File: src/sv/epc_pkg.sv
// ----------------------------------------------------------------------------
// epc_pkg: shared types and constants for the epoch to calendar converter
// command and status structs between controller and datapath, divide
// operation codes and the month length table
// ----------------------------------------------------------------------------
package epc_pkg;

	// divide operations, run in this order for every request
	typedef logic [2:0] op_t;
	localparam op_t OP_DAY  = 3'd0;  // seconds by seconds per day
	localparam op_t OP_HOUR = 3'd1;  // time of day by seconds per hour
	localparam op_t OP_MIN  = 3'd2;  // seconds of hour by seconds per minute
	localparam op_t OP_CYC  = 3'd3;  // days by days per 400 years
	localparam op_t OP_MS   = 3'd4;  // nanoseconds by nanoseconds per milli

	localparam int unsigned DIVISOR_W    = 20;
	localparam int unsigned EPOCH_YEAR   = 1970;
	localparam int unsigned SEC_PER_MIN  = 60;
	localparam int unsigned SEC_PER_HOUR = 3600;
	localparam int unsigned SEC_PER_DAY  = 86400;
	localparam int unsigned DAYS_PER_400Y = 146097;
	localparam int unsigned NANO_PER_MS  = 1000000;
	localparam int unsigned MILLIS_MAX   = 999;
	localparam int unsigned YEAR_LEN     = 365;
	localparam int unsigned YEAR_CYCLE   = 400;
	localparam int unsigned NANOS_W      = 30;
	localparam int unsigned RESULT_W     = 48;

	typedef struct packed {
		logic load;       // latch a new request
		logic div_start;  // start the divider on op
		logic div_save;   // store divider result for op
		op_t  op;
		logic year_step;  // remove one year
		logic month_step; // remove one month
		logic out_load;   // move the result to the output register
	} cmd_t;

	typedef struct packed {
		logic div_done;
		logic year_more;
		logic month_more;
		logic out_free;
	} sts_t;

	function automatic logic [4:0] month_len(input logic leap, input logic [3:0] m);
		logic [4:0] len;
		case (m)
			4'd1:    len = leap ? 5'd29 : 5'd28;
			4'd3:    len = 5'd30;
			4'd5:    len = 5'd30;
			4'd8:    len = 5'd30;
			4'd10:   len = 5'd30;
			default: len = 5'd31;
		endcase
		return len;
	endfunction

endpackage

File: src/sv/epc_div.sv
// ----------------------------------------------------------------------------
// epc_div: constant divider
// eight quotient bits at a time by reciprocal multiplication, divisor
// picked by op, quotient and remainder valid when done pulses
// ----------------------------------------------------------------------------
module epc_div #(
	parameter int unsigned DW = 40
) (
	input  logic                          clk,
	input  logic                          arst_n,
	input  logic                          start,
	input  epc_pkg::op_t                  op,
	input  logic [DW-1:0]                 dividend,
	output logic                          done,
	output logic [DW-1:0]                 quo,
	output logic [epc_pkg::DIVISOR_W-1:0] rem
);
	import epc_pkg::*;

	localparam int unsigned NDIG   = DW / 8;
	localparam int unsigned CNT_W  = $clog2(2 * NDIG + 1);
	localparam int unsigned VAL_W  = DIVISOR_W + 8;
	localparam int unsigned MUL_W  = VAL_W + 2;
	localparam int unsigned PROD_W = VAL_W + MUL_W;

	// reciprocals, exact for any partial dividend below 2**VAL_W
	localparam int unsigned SH_DAY  = VAL_W + $clog2(SEC_PER_DAY);
	localparam int unsigned SH_HOUR = VAL_W + $clog2(SEC_PER_HOUR);
	localparam int unsigned SH_MIN  = VAL_W + $clog2(SEC_PER_MIN);
	localparam int unsigned SH_CYC  = VAL_W + $clog2(DAYS_PER_400Y);
	localparam int unsigned SH_MS   = VAL_W + $clog2(NANO_PER_MS);
	localparam logic [MUL_W-1:0] M_DAY  =
		MUL_W'(((64'd1 << SH_DAY) + SEC_PER_DAY - 1) / SEC_PER_DAY);
	localparam logic [MUL_W-1:0] M_HOUR =
		MUL_W'(((64'd1 << SH_HOUR) + SEC_PER_HOUR - 1) / SEC_PER_HOUR);
	localparam logic [MUL_W-1:0] M_MIN  =
		MUL_W'(((64'd1 << SH_MIN) + SEC_PER_MIN - 1) / SEC_PER_MIN);
	localparam logic [MUL_W-1:0] M_CYC  =
		MUL_W'(((64'd1 << SH_CYC) + DAYS_PER_400Y - 1) / DAYS_PER_400Y);
	localparam logic [MUL_W-1:0] M_MS   =
		MUL_W'(((64'd1 << SH_MS) + NANO_PER_MS - 1) / NANO_PER_MS);

	logic [DW-1:0]          shf_q;
	logic [DIVISOR_W-1:0]   rem_q;
	logic [VAL_W-1:0]       val_q;
	logic [PROD_W-1:0]      prod_q;
	op_t                    sel_q;
	logic [CNT_W-1:0]       cnt_q;
	logic                   done_q;
	logic [VAL_W-1:0]       val;
	logic [MUL_W-1:0]       mul;
	logic [DIVISOR_W-1:0]   dvs;
	logic [7:0]             qdig;
	logic [VAL_W-1:0]       rem_d;

	assign val = {rem_q, shf_q[DW-1 -: 8]};

	always_comb begin
		case (sel_q)
			OP_DAY: begin
				mul  = M_DAY;
				dvs  = DIVISOR_W'(SEC_PER_DAY);
				qdig = 8'(prod_q >> SH_DAY);
			end
			OP_HOUR: begin
				mul  = M_HOUR;
				dvs  = DIVISOR_W'(SEC_PER_HOUR);
				qdig = 8'(prod_q >> SH_HOUR);
			end
			OP_MIN: begin
				mul  = M_MIN;
				dvs  = DIVISOR_W'(SEC_PER_MIN);
				qdig = 8'(prod_q >> SH_MIN);
			end
			OP_CYC: begin
				mul  = M_CYC;
				dvs  = DIVISOR_W'(DAYS_PER_400Y);
				qdig = 8'(prod_q >> SH_CYC);
			end
			default: begin
				mul  = M_MS;
				dvs  = DIVISOR_W'(NANO_PER_MS);
				qdig = 8'(prod_q >> SH_MS);
			end
		endcase
	end

	assign rem_d = val_q - VAL_W'(qdig) * VAL_W'(dvs);

	always_ff @(posedge clk or negedge arst_n) begin
		if (!arst_n) begin
			cnt_q  <= '0;
			done_q <= 1'b0;
		end else begin
			done_q <= 1'b0;
			if (start) begin
				cnt_q <= CNT_W'(2 * NDIG);
			end else if (cnt_q != '0) begin
				cnt_q <= cnt_q - 1'b1;
				if (cnt_q == CNT_W'(1)) begin
					done_q <= 1'b1;
				end
			end
		end
	end

	// even count: multiply, odd count: take the digit and the remainder
	always_ff @(posedge clk) begin
		if (start) begin
			shf_q <= dividend;
			rem_q <= '0;
			sel_q <= op;
		end else if (cnt_q != '0) begin
			if (!cnt_q[0]) begin
				val_q  <= val;
				prod_q <= PROD_W'(val) * PROD_W'(mul);
			end else begin
				shf_q <= {shf_q[DW-9:0], qdig};
				rem_q <= DIVISOR_W'(rem_d);
			end
		end
	end

	assign done = done_q;
	assign quo  = shf_q;
	assign rem  = rem_q;

endmodule

File: src/sv/epc_dp.sv
// ----------------------------------------------------------------------------
// epc_dp: converter datapath
// request registers, shared divider, year and month counters, output register
// ----------------------------------------------------------------------------
module epc_dp #(
	parameter int unsigned SW = 34
) (
	input  logic                        clk,
	input  logic                        arst_n,
	input  epc_pkg::cmd_t               cmd,
	output epc_pkg::sts_t               sts,
	input  logic [SW-1:0]               secs,
	input  logic [epc_pkg::NANOS_W-1:0] nanos,
	output logic                        out_valid,
	input  logic                        out_ready,
	output logic [epc_pkg::RESULT_W-1:0] out_data
);
	import epc_pkg::*;

	localparam int unsigned DW     = ((((SW > NANOS_W) ? SW : NANOS_W) + 7) / 8) * 8;
	localparam int unsigned DAYS_W = (SW - 16 > 18) ? SW - 16 : 18;

	logic [SW-1:0]        secs_q;
	logic [NANOS_W-1:0]   nanos_q;
	logic [DAYS_W-1:0]    days_q;
	logic [16:0]          tod_q;
	logic [4:0]           hour_q;
	logic [5:0]           min_q;
	logic [5:0]           sec_q;
	logic [9:0]           ms_q;
	logic [11:0]          year_q;
	logic [8:0]           y400_q;
	logic [3:0]           mon_q;
	logic                 out_vld_q;
	logic [RESULT_W-1:0]  out_q;

	logic [DW-1:0]        dvd;
	logic                 div_done;
	logic [DW-1:0]        quo;
	logic [DIVISOR_W-1:0] rem;
	logic                 leap;
	logic [DAYS_W-1:0]    ylen;
	logic [DAYS_W-1:0]    mlen;

	always_comb begin
		case (cmd.op)
			OP_DAY:  begin dvd = DW'(secs_q);  end
			OP_HOUR: begin dvd = DW'(tod_q);   end
			OP_MIN:  begin dvd = DW'(tod_q);   end
			OP_CYC:  begin dvd = DW'(days_q);  end
			OP_MS:   begin dvd = DW'(nanos_q); end
			default: begin dvd = DW'(nanos_q); end
		endcase
	end

	epc_div #(.DW(DW)) u_div (
		.clk      (clk),
		.arst_n   (arst_n),
		.start    (cmd.div_start),
		.op       (cmd.op),
		.dividend (dvd),
		.done     (div_done),
		.quo      (quo),
		.rem      (rem)
	);

	// gregorian rule on the year within its 400 year cycle
	assign leap = (y400_q[1:0] == 2'd0) && (y400_q != 9'd100) && (y400_q != 9'd200)
		&& (y400_q != 9'd300);
	assign ylen = DAYS_W'(YEAR_LEN) + DAYS_W'(leap);
	assign mlen = DAYS_W'(month_len(leap, mon_q));

	assign sts.div_done   = div_done;
	assign sts.year_more  = days_q >= ylen;
	assign sts.month_more = (mon_q < 4'd11) && (days_q >= mlen);
	assign sts.out_free   = !out_vld_q || out_ready;

	always_ff @(posedge clk) begin
		if (cmd.load) begin
			secs_q  <= secs;
			nanos_q <= nanos;
		end
		if (cmd.div_save) begin
			case (cmd.op)
				OP_DAY: begin
					days_q <= DAYS_W'(quo);
					tod_q  <= 17'(rem);
				end
				OP_HOUR: begin
					hour_q <= 5'(quo);
					tod_q  <= 17'(rem);
				end
				OP_MIN: begin
					min_q <= 6'(quo);
					sec_q <= 6'(rem);
				end
				OP_CYC: begin
					days_q <= DAYS_W'(rem);
					year_q <= 12'(12'(EPOCH_YEAR) + 12'(quo) * 12'(YEAR_CYCLE));
					y400_q <= 9'(EPOCH_YEAR % YEAR_CYCLE);
					mon_q  <= '0;
				end
				default: begin
					ms_q <= (quo > DW'(MILLIS_MAX)) ? 10'(MILLIS_MAX) : 10'(quo);
				end
			endcase
		end
		if (cmd.year_step) begin
			days_q <= days_q - ylen;
			year_q <= year_q + 1'b1;
			y400_q <= (y400_q == 9'(YEAR_CYCLE - 1)) ? '0 : y400_q + 1'b1;
		end
		if (cmd.month_step) begin
			days_q <= days_q - mlen;
			mon_q  <= mon_q + 1'b1;
		end
		if (cmd.out_load) begin
			out_q <= {ms_q, sec_q, min_q, hour_q, 5'(days_q + 1'b1), mon_q + 4'd1, year_q};
		end
	end

	always_ff @(posedge clk or negedge arst_n) begin
		if (!arst_n) begin
			out_vld_q <= 1'b0;
		end else if (cmd.out_load) begin
			out_vld_q <= 1'b1;
		end else if (out_ready) begin
			out_vld_q <= 1'b0;
		end
	end

	assign out_valid = out_vld_q;
	assign out_data  = out_q;

endmodule

File: src/sv/epc_ctrl.sv
// ----------------------------------------------------------------------------
// epc_ctrl: converter controller
// sequences the five divisions, the year loop and the month loop
// ----------------------------------------------------------------------------
module epc_ctrl (
	input  logic          clk,
	input  logic          arst_n,
	input  logic          in_valid,
	output logic          in_ready,
	input  epc_pkg::sts_t sts,
	output epc_pkg::cmd_t cmd
);
	import epc_pkg::*;

	localparam logic [2:0] ST_IDLE  = 3'd0;
	localparam logic [2:0] ST_START = 3'd1;
	localparam logic [2:0] ST_WAIT  = 3'd2;
	localparam logic [2:0] ST_YEAR  = 3'd3;
	localparam logic [2:0] ST_MONTH = 3'd4;

	logic [2:0] state_q;
	logic [2:0] state_d;
	op_t        op_q;
	op_t        op_d;

	always_comb begin
		state_d        = state_q;
		op_d           = op_q;
		cmd            = '0;
		cmd.op         = op_q;
		in_ready       = 1'b0;
		case (state_q)
			ST_IDLE: begin
				in_ready = 1'b1;
				if (in_valid) begin
					cmd.load = 1'b1;
					op_d     = OP_DAY;
					state_d  = ST_START;
				end
			end
			ST_START: begin
				cmd.div_start = 1'b1;
				state_d       = ST_WAIT;
			end
			ST_WAIT: begin
				if (sts.div_done) begin
					cmd.div_save = 1'b1;
					if (op_q == OP_MS) begin
						state_d = ST_YEAR;
					end else begin
						op_d    = op_q + 1'b1;
						state_d = ST_START;
					end
				end
			end
			ST_YEAR: begin
				if (sts.year_more) begin
					cmd.year_step = 1'b1;
				end else begin
					state_d = ST_MONTH;
				end
			end
			ST_MONTH: begin
				if (sts.month_more) begin
					cmd.month_step = 1'b1;
				end else if (sts.out_free) begin
					cmd.out_load = 1'b1;
					state_d      = ST_IDLE;
				end
			end
			default: begin
				state_d = ST_IDLE;
			end
		endcase
	end

	always_ff @(posedge clk or negedge arst_n) begin
		if (!arst_n) begin
			state_q <= ST_IDLE;
			op_q    <= OP_DAY;
		end else begin
			state_q <= state_d;
			op_q    <= op_d;
		end
	end

endmodule

File: src/sv/epoch_to_calendar.sv
// ----------------------------------------------------------------------------
// epoch_to_calendar: unix seconds and nanoseconds to utc calendar fields
// splits seconds into days and time of day, removes whole years and months
//
//  port group   direction  payload
//  s_axis       in         epoch_seconds, nanos
//  m_axis       out        year, month, day, hour, minute, second, millis
//
// one request at a time; a request runs the five divisions in the shared constant
// divider, then removes the years left in the 400 year cycle (up to 399) one by
// one and then the months (up to 11) one by one
// a new request is taken while the previous result waits on m_axis; a result
// that cannot leave holds the next one in the controller
// reset clears only control state
// ----------------------------------------------------------------------------
module epoch_to_calendar #(
	parameter int unsigned SECONDS_WIDTH = 34
) (
	input  logic clk,
	input  logic arst_n,
	input  logic s_axis_tvalid,
	output logic s_axis_tready,
	// epoch_seconds, nanos, zero pad
	input  logic [((SECONDS_WIDTH + epc_pkg::NANOS_W + 7) / 8) * 8 - 1:0] s_axis_tdata,
	output logic m_axis_tvalid,
	input  logic m_axis_tready,
	// year, month, day, hour, minute, second, millis
	output logic [epc_pkg::RESULT_W-1:0] m_axis_tdata
);
	import epc_pkg::*;

	cmd_t cmd;
	sts_t sts;

	epc_ctrl u_ctrl (
		.clk      (clk),
		.arst_n   (arst_n),
		.in_valid (s_axis_tvalid),
		.in_ready (s_axis_tready),
		.sts      (sts),
		.cmd      (cmd)
	);

	epc_dp #(.SW(SECONDS_WIDTH)) u_dp (
		.clk       (clk),
		.arst_n    (arst_n),
		.cmd       (cmd),
		.sts       (sts),
		.secs      (s_axis_tdata[SECONDS_WIDTH-1:0]),
		.nanos     (s_axis_tdata[SECONDS_WIDTH+NANOS_W-1:SECONDS_WIDTH]),
		.out_valid (m_axis_tvalid),
		.out_ready (m_axis_tready),
		.out_data  (m_axis_tdata)
	);

endmodule
File: config.mk
export PLATFORM = sky130hd
export DESIGN_NAME = epoch_to_calendar
export DESIGN_NICKNAME = d
export VERILOG_FILES = /design/src/sv/epc_pkg.sv /design/src/sv/epc_div.sv /design/src/sv/epc_dp.sv /design/src/sv/epc_ctrl.sv /design/src/sv/epoch_to_calendar.sv
export SDC_FILE = /design/constraint.sdc
export NUM_CORES = 2
export LEC_CHECK = 0
export ABC_AREA = 1
export BUFFER_PORTS_ARGS = -buffer_cell sky130_fd_sc_hd__buf_4
export CORE_ASPECT_RATIO = 1.5
export CORE_MARGIN = 4
export CORE_UTILIZATION = 60
export CTS_CLUSTER_DIAMETER = 100
export DETAILED_ROUTE_END_ITERATION = 16
export HOLD_SLACK_MARGIN = 0.06
export PLACE_DENSITY = 0.79
export SYNTH_ARGS = -nofsm -noshare
export SYNTH_HDL_FRONTEND = slang
export SYNTH_SLANG_ARGS = --single-unit
File: constraint.sdc
create_clock -name clk -period 9.65 [get_ports clk]
set_input_delay 1.4475 -clock clk [delete_from_list [all_inputs] [get_ports clk]]
set_output_delay 1.4475 -clock clk [all_outputs]
set_load 0.01 [all_outputs]
==> out/qor.yml <==
cts:
  postCtsSetupRepairBufs: 0
  clk_path_buf_depth: 3
  cts_buffers: 35
  clock_sinks: 316
  hold_buffers: 0
  clockRootBuffer: "clkbuf_16"
  clkSlewWorstSetupHoldPaths_ps: 70
  tritoncts: "built"
  htree_num_levels: 2
  cts-resized-gates: 0
  clk_latency_ps: 590
drt:
  routedWlPerCell_um: 28.04
  detailroute.via_count: 34038
  dr.pass1.iters: 7
  drc: 0
  postRouteAntennaNets: 0
  drt_iter0_markers: 3109
  routed_via_density: 5.893
  wirelength_mm: 162.0
synth:
  synth_area_per_cell_um2: 8.991
  synthArstFlopShare_pct: 3.797
  synth_area_leader_cell: "fa_1"
  ys_top_cells_by_area: "fa_1 36%, edfxtp_1 20%, inv_1 11%, ha_1 9.1%, nand2_1 6.6%"
  synth_flop_cell: "edfxtp_1"
  synth_edf_count: 284
  synth-seq-area-share_pct: 21.68
  synth_nets: 5873
  ys_seq_elements: 316
  synthCells: 4735
  synth-warning-count: 0
  synth_cell_types: 55
  synth_top_area_share_pct: 35.83
  syn_area_um2: 42570
worst_hold_path:
  hold_start: "u_dp.ms_q[9]$_SDFFCE_PN1P_"
  whs_endpoint: "u_dp.out_data[47]$_DFFE_PP_"
  hold_path_depth: 0
  hold_path_class: "reg2reg"
floorplan:
  fp.dieArea_um2: 75360
  die_w_um: 225.5
  dieHeight_um: 334.2
  start_util_pct: 60.58
  core_area_um2: 70280
  fp-row-count: 119
  io_pins: 118
critical_path:
  crit_family: "adder cells"
  reg2regPathDepth: 27
  worstPathRequired_ps: 9990
  cp_slowest_cell: "edfxtp_1"
  regToRegSetupSlack_ps: 1260
  r2r_end: "u_dp.u_div.prod_q[47]$_DFFE_PP_"
  critPathLaunch: "u_dp.u_div.sel_q[0]$_DFFE_PP_"
  worstSetupPathType: "reg2reg"
  crit_top_cell: "fa_1"
  path_max_fanout: 12
  cp.buffers_inverters: 8
  cp.arrival_ps: 8730
  critical-path-max-stage-delay_ps: 620
  crit_path_end_kind: "flip-flop"
  rr_startpoint: "u_dp.u_div.sel_q[0]$_DFFE_PP_"
  cp-start-kind: "flip-flop"
global_route:
  use_met2_pct: 74.03
  grt_overflow_total: 0
  use_met3_pct: 7.920
  antenna_found_initial: 2
  grt_pass1_wl_mm: 234.1
  grt_max_degree: 65
  grt_pass1_vias: 36680
  gr-usage-met1_pct: 44.24
  grt.total_usage_pct: 43.55
  grt_busiest_layer: "met2"
placement:
  pre_cts_slack_ps: 1441
  dp_hpwl_mm: 135.2
  port_buffers: 117
  globalplace.congestion: 1.084
timing:
  max-slew-margin-rel_pct: 23.06
  fin_skew_ps: 33.74
  fin_crit_ps: 8394
  period_share_pct: 86.98
  setup_viol: 0
  hold_viol: 0
  rsz0062_at_grt: "false"
  worst_pin_slew_ps: 1154
  worst_slack_ps: 1256
  max_freq_mhz: 119.1
  finalMaxSlewViolations: 0
  setup_tns_ps: 0
cells_and_area:
  fin_nets: 5980
  drive_gt1_share_pct: 6.327
  syn_to_final_growth_pct: 7.683
status:
  status: "finished clean"
flow_run:
  max_cap_violations: 0
==> sequential cells by signal, summed over array words and instances (netlist names) <==
name / cells
u_dp.mon_q: 4
u_ctrl.op_q: 3
u_dp.u_div.prod_q: 22
u_dp.u_div.quo: 40
u_dp.u_div.cnt_q: 4
u_dp.tod_q: 17
u_dp.u_div.done: 1
u_dp.out_valid: 1
u_dp.y400_q: 9
u_dp.u_div.rem: 20
u_dp.nanos_q: 30
u_dp.hour_q: 5
u_dp.u_div.sel_q: 3
u_dp.days_q: 18
u_ctrl.state_q: 3
u_dp.ms_q: 10
u_dp.year_q: 12
u_dp.u_div.val_q: 20
u_dp.min_q: 6
u_dp.out_data: 48
u_dp.secs_q: 34
u_dp.sec_q: 6
==> Yosys cell counts, types with 22 or more instances <==
cell type / instances
ha_1: 308
edfxtp_1: 284
a21oi_1: 146
nor2_1: 441
nand2_1: 754
inv_1: 1297
nand3_1: 92
inv_2: 22
o21ai_0: 130
xor2_1: 56
fa_1: 762
o22ai_1: 28
clkbuf_1: 91
nor3_1: 33
o211ai_1: 24
==> cell families (layout without fill, tap and decap cells) <==
logic type / Yosys count / after routing / synth area share [%]
buffers and inverters: 1455 / 1588 / 12.95
other: 0 / 1 / 0
adder cells (fa/ha/maj): 1070 / 1070 / 44.89
AND/OR/NAND/NOR: 1393 / 1393 / 13.19
XOR/XNOR: 75 / 75 / 1.543
flip-flops: 316 / 316 / 21.68
AO/OA/AOI/OAI: 426 / 426 / 5.749
==> final cells by class <==
cell class                      instances  area [µm²]
Antenna cell                            1       2.502
Inverter                             1330        4992
Sequential cell                       316        9229
Fill cell                            6071       24440
Clock inverter                         22       237.7
Timing Repair Buffer                  195        1464
Clock buffer                           41       918.4
Tap cell                              907        1135
Multi-Input combinational cell       2964       27860
==> routing by layer <==
layer	up-vias	wire, µm
met5	-	0
met4	0	21250
met3	807	13160
met2	2160	79190
met1	16625	48370
li1	14446	-
==> worst max-delay path by stage <==
stage	end	slack [ps]	depth (start not counted)
3_3_place_gp	u_dp.u_div.prod_q[47]$_DFFE_PP_	1450	27
4_1_cts	u_dp.u_div.prod_q[47]$_DFFE_PP_	1370	27
2_1_floorplan	u_dp.u_div.prod_q[47]$_DFFE_PP_	2860	27
5_1_grt	u_dp.u_div.prod_q[51]$_DFFE_PP_	1100	29
6_report	u_dp.u_div.prod_q[47]$_DFFE_PP_	1260	27
3_5_place_dp	u_dp.u_div.prod_q[47]$_DFFE_PP_	1440	27
==> worst reg2reg max path, cell delays in order, from the launching register on <==
cell	delay (ps)
edfxtp_1	620
inv_2	260
nand2_4	270
nand2_1	140
inv_1	450
buf_4	390
nor2_1	170
fa_1	590
inv_1	60
fa_1	480
inv_1	50
fa_1	500
fa_1	620
fa_1	450
fa_1	490
inv_1	50
fa_1	480
inv_1	40
ha_1	340
a21oi_1	290
inv_1	80
a31oi_1	340
o21ai_0	160
a21oi_1	300
o21ai_0	170
a21oi_1	140
nand2_1	70
xor2_1	140
==> cell usage in the layout, fill, tap and decap left out, types with 6 or more instances in the layout <==
cell type and count:
nand4_1 19, xor2_1 56, a31oi_1 19, buf_4 195, o22ai_1 28, dfxtp_1 20
a22oi_1 11, clkinv_2 8, ha_1 308, nor2_1 437, o211ai_1 24, clkinv_1 14
xnor2_1 19, nand2_1 754, a21oi_1 146, inv_2 23, dfrtp_1 12, clkbuf_16 35
a211oi_1 7, nand2_2 10, inv_1 1297, nand3_1 92, nor3_1 31, o21ai_1 11
o21a_1 6, o21ai_0 129, a21o_1 14, nor2_4 6, fa_1 762, nor4_1 18
edfxtp_1 284
==> stage by stage <==
step	utilization [%]	area [µm²]	instances	hold slack [ps]
finish	65.23	45840	5776	415.3
global route	65.23	45840	5775	426.4
CTS	65.23	45840	5775	417.2
detailed placement	63.58	44680	5712	404.5
global placement	63.58	44680	5712	400.6
floorplan	-	42570	4735	400.3
Power is left out: the tool's default activity adds up to more than one toggle a clock period on the data nets, which glitch-free logic cannot reach.
